## src/rtl/assert_macros.svh

```systemverilog
// ---------------------------------------------------------------------------
// Assertion macros
// Shared concurrent assertion forms, clocked on clk and disabled in reset.
// ---------------------------------------------------------------------------
`ifndef ASSERT_MACROS_SVH
`define ASSERT_MACROS_SVH

// Hold prop at every clock edge outside reset.
`define SRTF_ASSERT(lbl, prop) \
    lbl: assert property (@(posedge clk) disable iff (!rst_n) (prop)) \
        else $error("srtf assertion failed");

// When cond holds, require res at the next clock edge.
`define SRTF_ASSERT_NEXT(lbl, cond, res) \
    lbl: assert property (@(posedge clk) disable iff (!rst_n) (cond) |=> (res)) \
        else $error("srtf assertion failed");

`endif

```

## src/rtl/srtf_pkg.sv

```systemverilog
// ---------------------------------------------------------------------------
// srtf_pkg
// Shared constants, types and state codes of the SRTF scheduler.
// ---------------------------------------------------------------------------
`timescale 1ns / 1ps
`default_nettype none

package srtf_pkg;

    localparam int NUM_SLOTS = 16;
    localparam int SLOT_W    = (NUM_SLOTS > 1) ? $clog2(NUM_SLOTS) : 1;
    localparam int IN_SLOT_W = 4;
    localparam int TIME_W    = 16;
    localparam int TICK_W    = 32;
    localparam logic [TICK_W-1:0] TICK_MAX = '1;

    localparam logic OP_LOAD = 1'b0;
    localparam logic OP_TICK = 1'b1;

    typedef enum logic [2:0] {
        ST_IDLE,
        ST_SCAN,
        ST_DRAIN,
        ST_WRITE,
        ST_RESULT
    } state_t;

    typedef struct packed {
        logic [TIME_W-1:0] arrival;
        logic [TIME_W-1:0] burst;
        logic [TIME_W-1:0] remain;
    } entry_t;

    localparam int ENT_W = $bits(entry_t);

    // Control from the sequencer to the selector
    typedef struct packed {
        logic              start;
        logic              ent_valid;
        logic [SLOT_W-1:0] idx;
    } scan_ctl_t;

    // Best candidate seen so far in a scan
    typedef struct packed {
        logic              found;
        logic [SLOT_W-1:0] idx;
        entry_t            entry;
    } best_t;

endpackage

`default_nettype wire

```

## src/rtl/srtf_ram.sv

```systemverilog
// ---------------------------------------------------------------------------
// srtf_ram
// Generic simple dual-port RAM, one write port, one registered read port.
// ---------------------------------------------------------------------------
`timescale 1ns / 1ps
`default_nettype none

module srtf_ram #(
    parameter int WIDTH = 8,
    parameter int DEPTH = 16,
    parameter int AW    = (DEPTH > 1) ? $clog2(DEPTH) : 1
) (
    input  wire logic             clk,
    input  wire logic             we,
    input  wire logic [AW-1:0]    waddr,
    input  wire logic [WIDTH-1:0] wdata,
    input  wire logic             re,
    input  wire logic [AW-1:0]    raddr,
    output logic      [WIDTH-1:0] q
);

    logic [WIDTH-1:0] mem [DEPTH];

    always_ff @(posedge clk)
    begin
        if (we)
        begin
            mem[waddr] <= wdata;
        end
        if (re)
        begin
            q <= mem[raddr];
        end
    end

endmodule

`default_nettype wire

```

## src/rtl/srtf_sel.sv

```systemverilog
// ---------------------------------------------------------------------------
// srtf_sel
// Running minimum over the slot entries streamed out of the slot memory.
// ---------------------------------------------------------------------------
`timescale 1ns / 1ps
`default_nettype none
`include "assert_macros.svh"

module srtf_sel (
    input  wire logic                          clk,
    input  wire logic                          rst_n,
    input  wire srtf_pkg::scan_ctl_t           ctl,
    input  wire srtf_pkg::entry_t              ent,
    input  wire logic [srtf_pkg::TICK_W-1:0]   tick,
    output srtf_pkg::best_t                    best
);

    srtf_pkg::best_t best_reg;
    logic            take;

    // Ready, has work, and strictly shorter: ties keep the lower slot
    always_comb
    begin
        take = ctl.ent_valid
            && ({{(srtf_pkg::TICK_W-srtf_pkg::TIME_W){1'b0}}, ent.arrival} <= tick)
            && (ent.remain != '0)
            && (!best_reg.found || (ent.remain < best_reg.entry.remain));
    end

    always_ff @(posedge clk or negedge rst_n)
    begin
        if (!rst_n)
        begin
            best_reg <= '0;
        end
        else if (ctl.start)
        begin
            best_reg.found <= 1'b0;
        end
        else if (take)
        begin
            best_reg.found <= 1'b1;
            best_reg.idx   <= ctl.idx;
            best_reg.entry <= ent;
        end
    end

    assign best = best_reg;

    `SRTF_ASSERT(a_best_has_work, best_reg.found |-> (best_reg.entry.remain != '0))
    `SRTF_ASSERT_NEXT(a_start_clears, ctl.start, !best_reg.found)
    `SRTF_ASSERT_NEXT(a_take_found, take && !ctl.start, best_reg.found)

endmodule

`default_nettype wire

```

## src/rtl/srtf_preemptive_scheduler_core.sv

```systemverilog
// ---------------------------------------------------------------------------
// srtf_preemptive_scheduler_core
// Preemptive shortest-remaining-time-first scheduler over a slot memory.
// ---------------------------------------------------------------------------
//   channel | handshake           | payload
//   --------+---------------------+-------------------------------------------
//   input   | in_valid / in_stall | op, slot, arrival_time, burst_time
//   output  | out_valid/out_stall | ran_slot, idle, finished, waiting_time,
//           |                     | turnaround_time
//
// A load item writes the slot memory straight away. A tick item scans
// the slot memory one entry per cycle through its single read port, then
// passes through a drain state, a write-back state and a result state.
// Reset clears the tick counter and the per-slot valid bits at once; a slot
// whose valid bit is clear reads as all zeros, so no clearing pass is needed.
// A stalled result holds in the output register; the sequencer waits in its
// result state until the register is free, and the input stalls meanwhile.
// ---------------------------------------------------------------------------
`timescale 1ns / 1ps
`default_nettype none
`include "assert_macros.svh"

module srtf_preemptive_scheduler_core (
    input  wire logic                               clk,
    input  wire logic                               rst_n,
    input  wire logic                               in_valid,
    output logic                                    in_stall,
    input  wire logic                               op,
    input  wire logic [srtf_pkg::IN_SLOT_W-1:0]     slot,
    input  wire logic [srtf_pkg::TIME_W-1:0]        arrival_time,
    input  wire logic [srtf_pkg::TIME_W-1:0]        burst_time,
    output logic                                    out_valid,
    input  wire logic                               out_stall,
    output logic [3:0]                              ran_slot,
    output logic                                    idle,
    output logic                                    finished,
    output logic [31:0]                             waiting_time,
    output logic [31:0]                             turnaround_time
);

    localparam logic [srtf_pkg::SLOT_W-1:0] LAST_SLOT =
        srtf_pkg::SLOT_W'(srtf_pkg::NUM_SLOTS - 1);

    // Sequencer state
    srtf_pkg::state_t state_reg;
    srtf_pkg::state_t state_next;

    // Scan address, read pipeline tag and per-slot valid bits
    logic [srtf_pkg::SLOT_W-1:0]    cnt_reg;
    logic                           rd_pend_reg;
    logic                           rd_valid_reg;
    logic [srtf_pkg::SLOT_W-1:0]    rd_idx_reg;
    logic [srtf_pkg::NUM_SLOTS-1:0] valid_reg;

    // Time keeping
    logic [srtf_pkg::TICK_W-1:0]    tick_reg;
    logic [srtf_pkg::TICK_W-1:0]    tick_inc;
    logic [srtf_pkg::TICK_W-1:0]    tat_reg;

    // Output register
    logic                           out_valid_reg;
    logic [3:0]                     ran_slot_reg;
    logic                           idle_reg;
    logic                           finished_reg;
    logic [31:0]                    waiting_reg;
    logic [31:0]                    turnaround_reg;

    // Sequencer outputs
    logic                           in_fire;
    logic                           load_fire;
    logic                           tick_fire;
    logic                           slot_ok;
    logic                           scan_issue;
    logic                           wb_phase;
    logic                           out_load;

    // Memory port signals
    logic                           ram_we;
    logic [srtf_pkg::SLOT_W-1:0]    ram_waddr;
    srtf_pkg::entry_t               ram_wdata;
    logic [srtf_pkg::SLOT_W-1:0]    ld_addr;
    logic [srtf_pkg::ENT_W-1:0]     ram_q;
    srtf_pkg::entry_t               rd_ent;

    srtf_pkg::scan_ctl_t            sel_ctl;
    srtf_pkg::best_t                best;

    logic [srtf_pkg::TICK_W-1:0]    burst_ext;
    logic [srtf_pkg::TICK_W-1:0]    wait_val;

    // ---------------------------------------------------------------
    // Next state
    // ---------------------------------------------------------------
    always_comb
    begin
        state_next = state_reg;
        unique case (state_reg)
            srtf_pkg::ST_IDLE:
            begin
                if (in_valid && (op == srtf_pkg::OP_TICK))
                begin
                    state_next = srtf_pkg::ST_SCAN;
                end
            end
            srtf_pkg::ST_SCAN:
            begin
                if (cnt_reg == LAST_SLOT)
                begin
                    state_next = srtf_pkg::ST_DRAIN;
                end
            end
            srtf_pkg::ST_DRAIN:  state_next = srtf_pkg::ST_WRITE;
            srtf_pkg::ST_WRITE:  state_next = srtf_pkg::ST_RESULT;
            srtf_pkg::ST_RESULT:
            begin
                if (!out_valid_reg || !out_stall)
                begin
                    state_next = srtf_pkg::ST_IDLE;
                end
            end
            default:             state_next = srtf_pkg::ST_IDLE;
        endcase
    end

    // ---------------------------------------------------------------
    // Sequencer outputs
    // ---------------------------------------------------------------
    always_comb
    begin
        in_stall   = 1'b1;
        scan_issue = 1'b0;
        wb_phase   = 1'b0;
        out_load   = 1'b0;
        unique case (state_reg)
            srtf_pkg::ST_IDLE:   in_stall   = 1'b0;
            srtf_pkg::ST_SCAN:   scan_issue = 1'b1;
            srtf_pkg::ST_DRAIN:  ;
            srtf_pkg::ST_WRITE:  wb_phase   = 1'b1;
            srtf_pkg::ST_RESULT: out_load   = !out_valid_reg || !out_stall;
            default:             ;
        endcase
    end

    // Load items beyond the slot range are dropped
    assign slot_ok   = 32'(slot) < srtf_pkg::NUM_SLOTS;
    assign ld_addr   = srtf_pkg::SLOT_W'(slot);
    assign in_fire   = in_valid && !in_stall;
    assign load_fire = in_fire && (op == srtf_pkg::OP_LOAD) && slot_ok;
    assign tick_fire = in_fire && (op == srtf_pkg::OP_TICK);

    // ---------------------------------------------------------------
    // Slot memory: loads write from the ports, write-back stores the
    // decremented remaining time of the chosen slot
    // ---------------------------------------------------------------
    always_comb
    begin
        ram_we    = 1'b0;
        ram_waddr = ld_addr;
        ram_wdata.arrival = arrival_time;
        ram_wdata.burst   = burst_time;
        ram_wdata.remain  = burst_time;
        if (load_fire)
        begin
            ram_we = 1'b1;
        end
        else if (wb_phase && best.found)
        begin
            ram_we           = 1'b1;
            ram_waddr        = best.idx;
            ram_wdata        = best.entry;
            ram_wdata.remain = best.entry.remain - 1'b1;
        end
    end

    srtf_ram #(
        .WIDTH (srtf_pkg::ENT_W),
        .DEPTH (srtf_pkg::NUM_SLOTS),
        .AW    (srtf_pkg::SLOT_W)
    ) u_slot_ram (
        .clk   (clk),
        .we    (ram_we),
        .waddr (ram_waddr),
        .wdata (ram_wdata),
        .re    (scan_issue),
        .raddr (cnt_reg),
        .q     (ram_q)
    );

    // A slot never loaded since reset reads as empty
    assign rd_ent = rd_valid_reg ? srtf_pkg::entry_t'(ram_q) : '0;

    assign sel_ctl.start     = tick_fire;
    assign sel_ctl.ent_valid = rd_pend_reg;
    assign sel_ctl.idx       = rd_idx_reg;

    srtf_sel u_sel (
        .clk   (clk),
        .rst_n (rst_n),
        .ctl   (sel_ctl),
        .ent   (rd_ent),
        .tick  (tick_reg),
        .best  (best)
    );

    // Saturating tick advance
    assign tick_inc = (tick_reg == srtf_pkg::TICK_MAX) ? tick_reg : tick_reg + 1'b1;

    // Waiting time: turnaround minus burst, clamped at zero
    assign burst_ext = srtf_pkg::TICK_W'(best.entry.burst);
    assign wait_val  = (tat_reg >= burst_ext) ? tat_reg - burst_ext : '0;

    // ---------------------------------------------------------------
    // Registers
    // ---------------------------------------------------------------
    always_ff @(posedge clk or negedge rst_n)
    begin
        if (!rst_n)
        begin
            state_reg     <= srtf_pkg::ST_IDLE;
            cnt_reg       <= '0;
            rd_pend_reg   <= 1'b0;
            rd_valid_reg  <= 1'b0;
            valid_reg     <= '0;
            tick_reg      <= '0;
            out_valid_reg <= 1'b0;
        end
        else
        begin
            state_reg   <= state_next;
            rd_pend_reg <= scan_issue;

            // Advance the scan address; restart it on each tick item
            if (tick_fire)
            begin
                cnt_reg <= '0;
            end
            else if (scan_issue)
            begin
                cnt_reg <= cnt_reg + 1'b1;
            end

            if (scan_issue)
            begin
                rd_valid_reg <= valid_reg[cnt_reg];
            end

            if (load_fire)
            begin
                valid_reg[ld_addr] <= 1'b1;
            end

            // Time advances on every tick, idle or not
            if (wb_phase)
            begin
                tick_reg <= tick_inc;
            end

            if (out_load)
            begin
                out_valid_reg <= 1'b1;
            end
            else if (!out_stall)
            begin
                out_valid_reg <= 1'b0;
            end
        end
    end

    // Payload registers
    always_ff @(posedge clk)
    begin
        if (scan_issue)
        begin
            rd_idx_reg <= cnt_reg;
        end

        // Finish time is the counter after this tick
        if (wb_phase)
        begin
            tat_reg <= tick_inc - srtf_pkg::TICK_W'(best.entry.arrival);
        end

        if (out_load)
        begin
            ran_slot_reg <= best.found ? 4'(best.idx) : 4'd0;
            idle_reg     <= !best.found;
            if (best.found && (best.entry.remain == srtf_pkg::TIME_W'(1)))
            begin
                finished_reg   <= 1'b1;
                waiting_reg    <= wait_val;
                turnaround_reg <= tat_reg;
            end
            else
            begin
                finished_reg   <= 1'b0;
                waiting_reg    <= '0;
                turnaround_reg <= '0;
            end
        end
    end

    assign out_valid       = out_valid_reg;
    assign ran_slot        = ran_slot_reg;
    assign idle            = idle_reg;
    assign finished        = finished_reg;
    assign waiting_time    = waiting_reg;
    assign turnaround_time = turnaround_reg;

    `SRTF_ASSERT(a_wr_phase,
        ram_we |-> ((state_reg == srtf_pkg::ST_IDLE) || (state_reg == srtf_pkg::ST_WRITE)))
    `SRTF_ASSERT_NEXT(a_result_lands, out_load, out_valid_reg)
    `SRTF_ASSERT_NEXT(a_tick_sat, tick_reg == srtf_pkg::TICK_MAX, tick_reg == srtf_pkg::TICK_MAX)
    `SRTF_ASSERT_NEXT(a_drain_last, state_reg == srtf_pkg::ST_DRAIN, !rd_pend_reg)

endmodule

`default_nettype wire

```

## config.mk

```make
export PLATFORM = sky130hd
export DESIGN_NAME = srtf_preemptive_scheduler_core
export DESIGN_NICKNAME = d
export VERILOG_FILES = /design/src/rtl/srtf_pkg.sv /design/src/rtl/srtf_ram.sv /design/src/rtl/srtf_sel.sv /design/src/rtl/srtf_preemptive_scheduler_core.sv
export VERILOG_INCLUDE_DIRS = /design/src /design/src/rtl
export SDC_FILE = /design/constraint.sdc
export NUM_CORES = 1
export LEC_CHECK = 0
export ABC_AREA = 1
export BUFFER_PORTS_ARGS = -buffer_cell sky130_fd_sc_hd__clkbuf_2
export CAP_MARGIN = 10
export CORE_AREA = 8 8 294 296
export CTS_BUF_LIST = sky130_fd_sc_hd__clkbuf_4 sky130_fd_sc_hd__clkbuf_8 sky130_fd_sc_hd__clkbuf_16
export DETAILED_ROUTE_END_ITERATION = 7
export DIE_AREA = 0 0 302 304
export PLACE_DENSITY_LB_ADDON = 0.1
export SLEW_MARGIN = 5
export SYNTH_ARGS = -nofsm -noshare
export SYNTH_HDL_FRONTEND = slang
export SYNTH_HIERARCHICAL = 1
export SYNTH_SLANG_ARGS = --single-unit
export TNS_END_PERCENT = 20
```

## constraint.sdc

```tcl
create_clock -name clk -period 8.7 [get_ports clk]
set_input_delay 0.87 -clock clk [delete_from_list [all_inputs] [get_ports clk]]
set_output_delay 0.87 -clock clk [all_outputs]
set_load 0.05 [all_outputs]
```

==> results of run 1 <==
[metrics by stage]
step	worst slack, ps	hold slack, ps	instance area, µm²	power, W
floorplan	3113	437.7	48420	0.01089
global placement	4074	452.3	49880	0.01267
detailed placement	3992	458.0	49890	0.01276
CTS	3964	268.4	53530	0.01741
global route	3676	290.1	53550	0.01832
finish	3976	251.7	53550	0.01744
[area by class of cell]
| class | count | area, µm² | share of cell area (%) |
|---|---|---|---|
| flip-flops and latches | 1033 | 30480 | 56.92 |
| multi-input cells | 2929 | 13610 | 25.41 |
| inverters | 873 | 3297 | 6.157 |
| clock buffers | 140 | 2950 | 5.510 |
| well taps | 1070 | 1339 | 2.500 |
| repair buffers | 193 | 1187 | 2.217 |
| clock inverters | 60 | 689.4 | 1.288 |
[path summary, 6_finish.rpt]
kind	cells after the start	endpoint
min in group clk	3	out_valid
max reg2reg	10	u_slot_ram/mem[0][44]
min reg2reg	2	u_sel/best[36]
min	1	cnt_reg[1]
max	10	u_slot_ram/mem[0][44]
max in group asynchronous	2	tick_reg[22]
[synthesized netlist by cell type (3+ instances only)]
master	instances	area share, %
a21o_1	6	0.093
a21oi_1	73	0.75
a31oi_1	3	0.039
buf_1	8	0.062
buf_2	99	1.0
buf_4	13	0.20
buf_6	37	0.86
clkbuf_1	45	0.35
dfrtp_1	111	5.7
edfxtp_1	922	57
ha_1	67	1.7
inv_1	867	6.7
inv_2	4	0.031
nand2_1	1543	12
nand2_2	14	0.18
nand2_4	3	0.070
nand3_1	690	7.1
nand3_2	3	0.062
nand3b_1	6	0.093
nand4_1	17	0.22
nor2_1	243	1.9
nor2_2	8	0.10
nor2_4	5	0.12
nor3_1	25	0.26
nor4_1	3	0.039
o21a_1	4	0.062
o21ai_0	119	1.2
o21bai_1	16	0.25
o22ai_1	6	0.078
or2_2	5	0.065
xnor2_1	9	0.16
xor2_1	38	0.69
[cell families after synthesis]
kind of cell / count (synthesis) / synth area share [%]
buf+inv: 1076 / 9.299
fa+ha+maj: 69 / 1.814
flops: 1033 / 62.91
compound gates: 239 / 2.703
xor+xnor: 48 / 0.8837
simple gates: 2573 / 22.39
[layout by cell type (no fill, tap or decap), types with 24 or more instances in the layout]
| cell type | count |
|---|---|
| ha_1 | 67 |
| nor3_1 | 24 |
| a21oi_1 | 73 |
| o21ai_0 | 113 |
| xor2_1 | 38 |
| edfxtp_1 | 922 |
| dfrtp_1 | 106 |
| clkbuf_4 | 29 |
| nand2_1 | 1542 |
| nand3_1 | 690 |
| buf_4 | 80 |
| nor2_1 | 225 |
| clkbuf_2 | 111 |
| inv_1 | 864 |
| clkbuf_16 | 107 |
[per-layer routing]
metal	vias up	global-route usage, %	wire length (µm)	share of wire (%)
li1	16440	-	-	-
met1	16369	39.24	54110	43
met2	1420	42.31	57090	45
met3	218	4.145	10860	8.7
met4	0	7.465	3420	2.7
met5	-	0	0	0
[worst reg2reg max path: stages (launching register included)]
cell and delay (ps):
dfrtp_1 440, nor3_4 190, buf_4 690, inv_2 370, nor2_4 150, buf_4 340
o21ai_0 270, nor2_1 150, nand2_1 250, nor2_4 920, buf_4 560
[power by group]
| part | internal (W) | leakage (nW) | switching, W |
|---|---|---|---|
| combinational | 0.00162 | 12.1 | 0.00455 |
| sequential | 0.00626 | 9.85 | 0.000330 |
| clock | 0.00273 | 1.80 | 0.00194 |
| total | 0.0106 | 23.7 | 0.00682 |
==> summary.txt, run 1 <==
Critical path
  – R2R Path Start: state_reg[2]
  – Startpoint Class: flip-flop
  – CP Cell Sequence: nor3_4, buf_4, inv_2, nor2_4, buf_4, o21ai_0, nor2_1, nand2_1, nor2_4, buf_4
  – R2R setup slack: 3980 ps
  – CP Capture Type: flip-flop
  – Critical Path AT: 5030 ps
  – Most frequent cell on the critical path: buf_4
  – CP max stage delay: 920 ps
  – Data required time of the worst path: 9010 ps
  – Crit path kind: flip-flop to flip-flop
  – CP delay by family, top: buffers and inverters
  – Buf/Inv on CP: 4
  – Worst Path Max Fanout: 90
  – Critical path's slowest cell: nor2_4
  – Crit path from: state_reg[2]

Synth
  – Post-synth ARST share: 10.75%
  – Dominant synthesized flop cell: edfxtp_1
  – Synth Instances: 5038
  – Post-synthesis cell type count: 52
  – Sequential share of the synthesized area: 62.91%
  – Synth Net Count: 5148
  – Register bit count reported by yosys: 1033
  – Yosys warns: 6
  – Avg Synthesized Cell Area: 9.612 µm²
  – Post-synth EDFFs: 922
  – Mapped Area: 0.04842 mm²

Route
  – TritonRoute pass-1 iters: 6
  – Routed WL: 125500 µm
  – Iter 0 DRT Violations: 4021
  – Via count: 34447
  – Routed vias/inst: 5.470
  – Drt drc: 0
  – Drt wl/cell: 19.93 µm
  – Detail Route Antenna Nets: 0

Global route
  – Total GRT Usage: 26.99%
  – Remaining Overflow, GRT: 0
  – Vias in the first global route: 32341
  – First-pass GRT wire length: 191900 µm
  – Initial antenna violation count: 3
  – Largest net degree at the start of global routing: 178

Placed design
  – Port Buffer Count: 112
  – Final GP Congestion: 0.9135
  – Dpl cells: 6096
  – HPWL Detailed: 75420 µm

STA
  – Actual slew at the worst max-slew pin: 1243 ps
  – Max Transition Viols Final: 0
  – Worst slew margin: 16.57%
  – Final Hold Viols: 0
  – Final Setup Violations: 0
  – RSZ-0062 raised after global routing: false
  – Final critical-path required period: 4724 ps
  – FMAX: 0.2117 GHz
  – Setup TNS: 0 ps
  – Clock skew: 37.28 ps
  – Period utilisation layout: 54.30%

Clock network
  – Post-CTS Setup Bufs: 0
  – # hold bufs at CTS: 0
  – Number of CTS-inserted buffers: 107
  – CTS H-tree depth: 3
  – Root Buffer: clkbuf_16
  – Clock Sinks: 1033
  – Post-CTS Resized: 0
  – Worst-Skew Late Latency: 690 ps
  – Worst-path clk slew: 60 ps
  – CTS tree: yes
  – Maximum clock path buffer count: 3

Floorplan
  – Die H: 304 µm
  – Die Wd: 302 µm
  – Num ports: 113
  – Effective utilization at floorplan: 59.35%
  – Die Area: 0.09181 mm²
  – Rows: 105
  – Placeable Area: 0.08158 mm²

Final layout
  – Antenna Diode Count: 0
  – Fillers: 6376
  – Final Util: 65.63%
  – Post-layout net count: 5247
  – Max FFs per register: 768
  – Fraction of layout cells with a size suffix above 1: 8.646%
  – Fin cells: 6298
  – Area grow syn2layout: 10.58%

Job
  – Total of max-cap violations: 0

Power and ir drop
  – Pwr Density: 325.6 mW/mm²
  – Maximum vdd drop: 248.2 µV
  – Static leakage: 23.74 nW

Status
  – Status: complete, no violations

Min path
  – Hold/Removal Path Class: input port to asynchronous set/reset pin
(Power assumes the default switching activity.)
==> run 2, diff against run 1 <==
- CORE_AREA: 8 8 294 296 -> 8 8 301 303
- DIE_AREA: 0 0 302 304 -> 0 0 309 311
- clock period: 8.7 -> 4 ns (I/O delays scaled with it)
==> run 2 against run 1 <==
  * Die area rose by 4.7%
  * Routed wire length rose by 2.9%
  * Core utilization fell by 2.4 points
  * Global-route usage fell by 0.42 points
  * Sequential power rose by 120%
  * Largest power group unchanged
  * Largest cell class unchanged
  * Critical path type unchanged
==> summary.txt, run 2 (synthesis gave the netlist of run 1 again) <==
Critical path
  – Worst Path Max Fanout: 7
  – R2R setup slack: 160 ps
  – Critical Path AT: 4270 ps
  – RR Endpoint: tat_reg[22]
  – Critical path's slowest cell: dfrtp_1
  – R2R Path Start: tick_reg[1]
  – CP max stage delay: 400 ps
  – Startpoint Class: flip-flop
  – Setup crit end: tat_reg[22]
  – Data required time of the worst path: 4430 ps
  – Crit path kind: flip-flop to flip-flop
  – R2R depth: 18
  – Crit path from: tick_reg[1]
  – CP Cell Sequence: ha_1, inv_2, nor2_4, nand2_4, nor2_8, nand4_1, buf_4, nand2_1, nor2_1, xor2_1, ha_1, nand2_1, nor2_1, nand3_1, o21ai_0, nand3_1, nand2_2, xnor2_2
  – CP Capture Type: flip-flop

STA
  – FMAX: 0.2606 GHz
  – Final Hold Viols: 0
  – Clock skew: 43.03 ps
  – RSZ-0062 raised after global routing: false
  – Final WS setup: 163.0 ps
  – Setup TNS: 0 ps
  – Final Setup Violations: 0
  – Final critical-path required period: 3837 ps
  – Actual slew at the worst max-slew pin: 1060 ps
  – Max Transition Viols Final: 0
  – Worst slew margin: 29.28%
  – Period utilisation layout: 95.93%

Placed design
  – HPWL Detailed: 77420 µm
  – Area after DPL: 0.05051 mm²
  – Port Buffer Count: 112
  – Pre-CTS setup slack: 110.0 ps
  – Final GP Congestion: 0.9375

Final layout
  – Fraction of layout cells with a size suffix above 1: 9.234%
  – Max FFs per register: 768
  – FF+latch area: 0.03048 mm²
  – Footprint of the multi-input gates: 0.01361 mm²
  – Final Cell Area: 0.05430 mm²
  – Antenna Diode Count: 0
  – Area grow syn2layout: 12.14%
  – Post-layout net count: 5278
  – Fillers: 7009
  – Commonest non-fill, non-tap cell in the layout: nand2_1
  – Final Util: 63.19%
  – Most frequent cells in the layout: nand2_1, edfxtp_1, inv_1, nand3_1, nor2_1

Route
  – Routed vias/inst: 5.352
  – TritonRoute pass-1 iters: 6
  – Routed WL: 129200 µm
  – Via count: 34352
  – Iter 0 DRT Violations: 3513
  – Drt drc: 0
  – Detail Route Antenna Nets: 0
  – Drt wl/cell: 20.13 µm

Job
  – Total of max-cap violations: 0

Clock network
  – Worst-path clk slew: 60 ps
  – Root Buffer: clkbuf_16
  – Number of CTS-inserted buffers: 108
  – CTS H-tree depth: 3
  – CTS tree: yes
  – Worst-Skew Late Latency: 700 ps
  – Clock Sinks: 1033
  – Maximum clock path buffer count: 3

Global route
  – Met3 Usage GRT: 3.829%
  – First-pass GRT wire length: 196300 µm
  – Remaining Overflow, GRT: 0
  – Met1 Track Usage GR: 37.94%
  – Vias in the first global route: 32509
  – Total GRT Usage: 26.57%
  – Largest net degree at the start of global routing: 132
  – Grt peak-use layer: met2
  – Initial antenna violation count: 2
  – Met2 Resource Use GR: 42.64%

Power and ir drop
  – Pwr Density: 702.9 mW/mm²
  – Maximum vdd drop: 739.6 µV
  – Static leakage: 24.03 nW

Floorplan
  – Effective utilization at floorplan: 56.34%
  – Placeable Area: 0.08594 mm²
  – Die Area: 0.09610 mm²
  – Die Wd: 309 µm
  – Die H: 311 µm
  – Rows: 108
  – Num ports: 113

Status
  – Status: complete, no violations

Min path
  – Hold/Removal Path Class: input port to flip-flop
  – Hold Path Stages: 3
==> run 2: cell types whose count changed in the layout (fill, tap and decap cells not counted), moves of 2 or more <==
cell and change:
clkinvlp_4 +3, buf_4 +6, clkbuf_16 +2, dlygate4sd3_1 +2, bufinv_16 +3, buf_12 +23
clkbuf_4 -5, inv_6 -3, clkinv_2 +5
==> run 2: worst max-delay path: cells and delay by family, from the launching register on <==
family | cells | cell delay, ps
flops | 1 | 400
fa+ha+maj | 2 | 650
simple gates | 11 | 1640
compound gates | 1 | 360
xor+xnor | 2 | 240
buf+inv | 2 | 280
==> run 2: cell type report <==
| class | instances | share of cell area (%) |
|---|---|---|
| Clock buffer | 138 | 5.481 |
| Clock inverter | 67 | 1.463 |
| Timing Repair Buffer | 223 | 3.133 |
| Sequential cell | 1033 | 56.12 |
| Tap cell | 1155 | 2.661 |
| Inverter | 873 | 6.071 |
| Multi-Input combinational cell | 2929 | 25.07 |
==> run 2: repair_timing <==
action,in CTS,in global routing
buffers inserted,0,1
hold buffers,2,0
endpoints found under the setup margin,0,14
hold endpoints to repair,57,0
gates resized for setup,0,1
==> run 2: layer usage <==
metal / share of wire [%] / wire [µm] / vias to the layer above
met3: 7.8 / 10090 / 214
li1: - / - / 16491
met1: 43 / 55720 / 16311
met2: 47 / 60170 / 1336
met5: 0 / 0 / -
met4: 2.5 / 3193 / 0
==> run 2: how the worst min path moves through the flow <==
stage	startpoint	end	slack (ps)
floorplan	rst_n	cnt_reg[0]	100
global placement	u_sel/best[43]	u_sel/best[43]	450
detailed placement	valid_reg[9]	valid_reg[9]	460
CTS	slot[2]	valid_reg[14]	50
global route	slot[2]	valid_reg[15]	120
finish	slot[2]	valid_reg[14]	90
==> run 2: report_power, final <==
group / switching, W / internal, W
sequential: 0.000913 / 0.0136
combinational: 0.00942 / 0.00373
clock: 0.00429 / 0.00620
total: 0.0146 / 0.0235
==> run 2: stage by stage <==
stage | std cells | total power (W) | hold slack [ps]
6_report | 6418 | 0.03817 | 90.80
5_1_grt | 6418 | 0.04015 | 123.2
4_1_cts | 6417 | 0.03825 | 53.92
3_5_place_dp | 6210 | 0.02777 | 456.8
3_3_place_gp | 6210 | 0.02766 | 453.0
2_1_floorplan | 5038 | 0.02367 | 104.4
